**src/hw/rtl/npc_pkg.sv**
```systemverilog
// Shared types and constants for the nearest palette color search.
// Used by npc_cell and nearest_palette_color_search; no dependencies.
`timescale 1ns / 1ps

package npc_pkg;

    localparam int NUM_CELLS = 256;
    localparam int CHAN_W    = 8;
    localparam int IDX_W     = 8;
    localparam int CNT_W     = 9;
    localparam int SQ_W      = 2 * CHAN_W;
    localparam int DIST_W    = SQ_W + 2;
    localparam int COLOR_W   = 3 * CHAN_W;

    // Larger than any squared RGB distance, so the first active center always wins.
    localparam logic [DIST_W-1:0] DIST_INIT = '1;

    typedef enum logic
    {
        OP_LOAD  = 1'b0,
        OP_PIXEL = 1'b1
    } op_t;

    typedef struct packed
    {
        op_t               op;
        logic [IDX_W-1:0]  slot;
        logic [CHAN_W-1:0] red;
        logic [CHAN_W-1:0] green;
        logic [CHAN_W-1:0] blue;
        logic [DIST_W-1:0] best_d;
        logic [IDX_W-1:0]  best_k;
    } item_t;

endpackage

```
**src/hw/rtl/npc_cell.sv**
```systemverilog
// One cell of the search chain: holds one palette center, scores a passing pixel.
// Depends on npc_pkg.
`timescale 1ns / 1ps

module npc_cell
(
    input  logic                      clk,
    input  logic                      rst_n,
    input  logic                      adv,
    input  logic [npc_pkg::IDX_W-1:0] cell_idx,
    input  logic                      active,
    input  logic                      in_valid,
    input  npc_pkg::item_t            in_item,
    output logic                      out_valid,
    output npc_pkg::item_t            out_item
);

    logic [npc_pkg::COLOR_W-1:0] center_reg;

    logic                        a_valid_reg;
    npc_pkg::item_t              a_item_reg;
    logic [npc_pkg::SQ_W-1:0]    sq_r_reg;
    logic [npc_pkg::SQ_W-1:0]    sq_g_reg;
    logic [npc_pkg::SQ_W-1:0]    sq_b_reg;
    logic [npc_pkg::SQ_W-1:0]    sq_r_next;
    logic [npc_pkg::SQ_W-1:0]    sq_g_next;
    logic [npc_pkg::SQ_W-1:0]    sq_b_next;

    logic                        b_valid_reg;
    npc_pkg::item_t              b_item_reg;
    npc_pkg::item_t              b_item_next;

    logic [npc_pkg::CHAN_W-1:0]  c_red;
    logic [npc_pkg::CHAN_W-1:0]  c_green;
    logic [npc_pkg::CHAN_W-1:0]  c_blue;
    logic [npc_pkg::CHAN_W-1:0]  d_red;
    logic [npc_pkg::CHAN_W-1:0]  d_green;
    logic [npc_pkg::CHAN_W-1:0]  d_blue;
    logic [npc_pkg::DIST_W-1:0]  dist_sum;
    logic                        load_hit;

    assign c_red   = center_reg[3*npc_pkg::CHAN_W-1:2*npc_pkg::CHAN_W];
    assign c_green = center_reg[2*npc_pkg::CHAN_W-1:npc_pkg::CHAN_W];
    assign c_blue  = center_reg[npc_pkg::CHAN_W-1:0];

    assign load_hit = in_valid && (in_item.op == npc_pkg::OP_LOAD) && (in_item.slot == cell_idx);

    always_ff @(posedge clk)
    begin
        if (adv && load_hit)
        begin
            center_reg <= {in_item.red, in_item.green, in_item.blue};
        end
    end

    always_comb
    begin
        d_red     = (in_item.red > c_red) ? (in_item.red - c_red) : (c_red - in_item.red);
        d_green   = (in_item.green > c_green) ? (in_item.green - c_green)
                                              : (c_green - in_item.green);
        d_blue    = (in_item.blue > c_blue) ? (in_item.blue - c_blue) : (c_blue - in_item.blue);
        sq_r_next = d_red * d_red;
        sq_g_next = d_green * d_green;
        sq_b_next = d_blue * d_blue;
    end

    always_ff @(posedge clk or negedge rst_n)
    begin
        if (!rst_n)
        begin
            a_valid_reg <= 1'b0;
            b_valid_reg <= 1'b0;
        end
        else if (adv)
        begin
            a_valid_reg <= in_valid;
            b_valid_reg <= a_valid_reg;
        end
    end

    always_ff @(posedge clk)
    begin
        if (adv)
        begin
            a_item_reg <= in_item;
            sq_r_reg   <= sq_r_next;
            sq_g_reg   <= sq_g_next;
            sq_b_reg   <= sq_b_next;
            b_item_reg <= b_item_next;
        end
    end

    always_comb
    begin
        dist_sum    = {2'b00, sq_r_reg} + {2'b00, sq_g_reg} + {2'b00, sq_b_reg};
        b_item_next = a_item_reg;
        if (a_valid_reg && (a_item_reg.op == npc_pkg::OP_PIXEL) && active
            && (dist_sum < a_item_reg.best_d))
        begin
            b_item_next.best_d = dist_sum;
            b_item_next.best_k = cell_idx;
        end
    end

    assign out_valid = b_valid_reg;
    assign out_item  = b_item_reg;

endmodule

```
**config.mk**
```make
export PLATFORM = sky130hd
export DESIGN_NAME = npc_cell
export DESIGN_NICKNAME = d
export VERILOG_FILES = /design/src/hw/rtl/npc_pkg.sv /design/src/hw/rtl/npc_cell.sv
export SDC_FILE = /design/constraint.sdc
export NUM_CORES = 1
export LEC_CHECK = 0
export BUFFER_PORTS_ARGS = -buffer_cell sky130_fd_sc_hd__buf_2
export CORE_UTILIZATION = 25
export DETAILED_ROUTE_END_ITERATION = 8
export PLACE_DENSITY = 0.48
export SLEW_MARGIN = 20
export SYNTH_ARGS = -nofsm -noshare
export SYNTH_HDL_FRONTEND = slang
export SYNTH_SLANG_ARGS = --single-unit
```
**constraint.sdc**
```tcl
create_clock -name clk -period 6.2 [get_ports clk]
set_input_delay 1.24 -clock clk [delete_from_list [all_inputs] [get_ports clk]]
set_output_delay 1.24 -clock clk [all_outputs]
set_load 0.03 [all_outputs]
```
==> metrics <==
status finished with violations; violations in the final reports negative setup slack; worst hold slack after final layout 0.4094 ns; input/output buffers 131; Seq/Total Area, Yosys 0.3957; Area contributors post-synth sky130_fd_sc_hd__edfxtp_1, sky130_fd_sc_hd__ha_1, sky130_fd_sc_hd__fa_1; HP Class reg -> reg; power per cell area 582.5 mW/mm2; worst reg-to-reg setup slack 0.12 ns; total overflow reported by the global router 0; worst slew pin tran 0.6964 ns; total number of clock tree sinks 189; critical path startpoint category input pin; area of the mapped netlist 0.01432 mm2; number of antenna violations at the first check in global routing 0; number of max-capacitance violations reported 0; period utilisation layout 1.042; crit path time final 6.463 ns; number of DRC markers in iteration 0 421; setup slack after layout -0.2628 ns; number of different library cells in the post-synthesis netlist 66; predominant post-synthesis flop cell sky130_fd_sc_hd__edfxtp_1; slew margin rel. 0.5357; worst vdd ir 0.3207 mV; routability congestion estimate 0.8132; wire length per cell after detailed routing 13.35 um; area share of the largest cell type after synthesis 0.3922; launch instance of the worst register-to-register path center_reg[0]; Critical-path top delay cell sky130_fd_sc_hd__fa_1; Total GRT Usage 0.1146; TritonCTS clock tree built; fraction of final layout cells with drive strength greater than 1 0.3777; number of global-route vias before repair 10150; largest incremental delay on the critical path 0.56 ns; root buffer cell sky130_fd_sc_hd__clkbuf_16; setup TNS -0.6398 ns; die area 0.05823 mm2; count of endpoints failing setup in the final report 5; level count of the clock H-tree 4; fillers 5606; Mean Syn Cell Area 11.50 um2; Chip Width 241.3 um; Site Rows 87; DRC violations left 0; largest net degree at the start of global routing 118; Post-Place Cells 2339; Clock Skews 0.01102 ns; max-slew violation total from the final report 0; final std cells w/o fill 2395; CP Data Arrival Time 6.68 ns; FF+latch count, synth 189; nature of the critical path endpoint flip-flop; Post-Synthesis Cells 1245; worst hold path stage count 0; global-route wire length before repair 51560 um; detailed-router iteration count before antenna repair 5; EDFF count, synth 187; setup repair after global routing missed its margin yes; clock latency of the later-clocked register in the worst-skew pair 0.48 ns; crit path from in_item[26]; data required time of the critical path 6.42 ns; Routed Wire Length 31960 um; Crit Path Max Fanout 6; via density per instance 4.159; area leader, netlist sky130_fd_sc_hd__edfxtp_1; top cells by count, synth sky130_fd_sc_hd__inv_1, sky130_fd_sc_hd__edfxtp_1, sky130_fd_sc_hd__ha_1; Ant. Diodes 0; number of buffers created by CTS 17; delay-heaviest family, CP adder cells; Initial Utilization 0.2534; endpoints failing hold 0; clock edge transition at the registers on the reported setup and hold paths 0.07 ns; Floorplan Core Area 0.05650 mm2; number of nets with antenna violations after routing 0; post-place setup slack -0.8680 ns; most common cell in the synthesized netlist sky130_fd_sc_hd__inv_1; Static Leakage 8.757 nW; Async SR Flop Fraction 0.01058; Worst Path Buf+Inv 8; maximum number of buffers from clock root to sink 2; Area growth, synth to finish 35.96%; hold buffers post-CTS 0; nets@finish 1962; crit path capture sq_b_reg[12]; type of the setup path with the least slack in -> reg; worst reg2reg path endpoint sq_b_reg[12]; Achievable Freq 154.7 MHz; CP Depth 25; R2R depth 23; hpwl dp 25080 um; Die Height 241.3 um; count of synthesis-stage warnings from yosys 0; number of top-level pins 132; number of vias in the routed layout 9961
==> power by group <==
part	switching, mW	total [mW]	internal, mW
clock network	0.542	1.14	0.601
logic	4.20	8.22	4.03
registers	0.113	1.97	1.86
==> cell usage in the layout (no fill, tap or decap), types with 20 or more instances in the layout <==
cell / instances
sky130_fd_sc_hd__a21o_1: 33
sky130_fd_sc_hd__a21oi_1: 46
sky130_fd_sc_hd__buf_2: 126
sky130_fd_sc_hd__buf_4: 232
sky130_fd_sc_hd__edfxtp_1: 187
sky130_fd_sc_hd__fa_1: 87
sky130_fd_sc_hd__ha_1: 145
sky130_fd_sc_hd__ha_4: 20
sky130_fd_sc_hd__inv_1: 193
sky130_fd_sc_hd__inv_2: 30
sky130_fd_sc_hd__mux2_2: 25
sky130_fd_sc_hd__nand2_1: 24
sky130_fd_sc_hd__nor2_1: 84
sky130_fd_sc_hd__xnor2_1: 48
sky130_fd_sc_hd__xor2_1: 20
==> repair_timing <==
action | CTS | global route
setup buffers | 1 | 24
cloned | 0 | 0
pin swaps | 8 | 87
setup endpoints to repair | 6 | 20
gates resized for setup | 8 | 116
==> cell families after synthesis <==
| family | after synthesis | synth area share |
|---|---|---|
| AO/OA/AOI/OAI | 192 | 0.08818 |
| XOR/XNOR | 86 | 0.05890 |
| adder cells (fa/ha/maj) | 263 | 0.2807 |
| buffers and inverters | 248 | 0.06642 |
| flip-flops | 189 | 0.3957 |
| multiplexers | 50 | 0.03714 |
| other | 2 | 0.0005245 |
| AND/OR/NAND/NOR | 215 | 0.07245 |
==> area by class of cell <==
class	instances	area, um2	share of cell area
multi-input cells	809	8671	0.4454
flip-flops and latches	189	5665	0.2910
repair buffers	381	2713	0.1393
well taps	756	945.9	0.04859
inverters	229	884.6	0.04544
clock buffers	18	429.2	0.02205
clock inverters	13	157.7	0.008099
==> how the worst min path moves through the flow <==
stage                    from            to  slack (ns)
2_1_floorplan  a_item_reg[26]  out_item[26]        0.40
3_3_place_gp   a_item_reg[55]  out_item[55]        0.40
3_5_place_dp   a_item_reg[35]  out_item[35]        0.41
4_1_cts        a_item_reg[28]  out_item[28]        0.41
5_1_grt        a_item_reg[35]  out_item[35]        0.42
6_report       a_item_reg[28]  out_item[28]        0.41
==> metal layers <==
| layer | global-route usage | vias up | share of wire |
|---|---|---|---|
| li1 | - | 5000 | - |
| met1 | 0.1506 | 4798 | 0.48 |
| met2 | 0.1855 | 136 | 0.47 |
| met3 | 0.02644 | 27 | 0.038 |
| met4 | 0.03702 | 0 | 0.013 |
| met5 | 0 | - | 0 |
==> through the flow <==
step / area [um2] / total power, mW / util
4_1_cts: 18770 / 10.95 / 0.3322
3_5_place_dp: 18120 / 9.658 / 0.3208
5_1_grt: 19470 / 12.47 / 0.3446
2_1_floorplan: 14860 / 7.353 / -
3_3_place_gp: 18120 / 9.575 / 0.3208
6_report: 19470 / 11.34 / 0.3446
(Power assumes the default switching activity.)
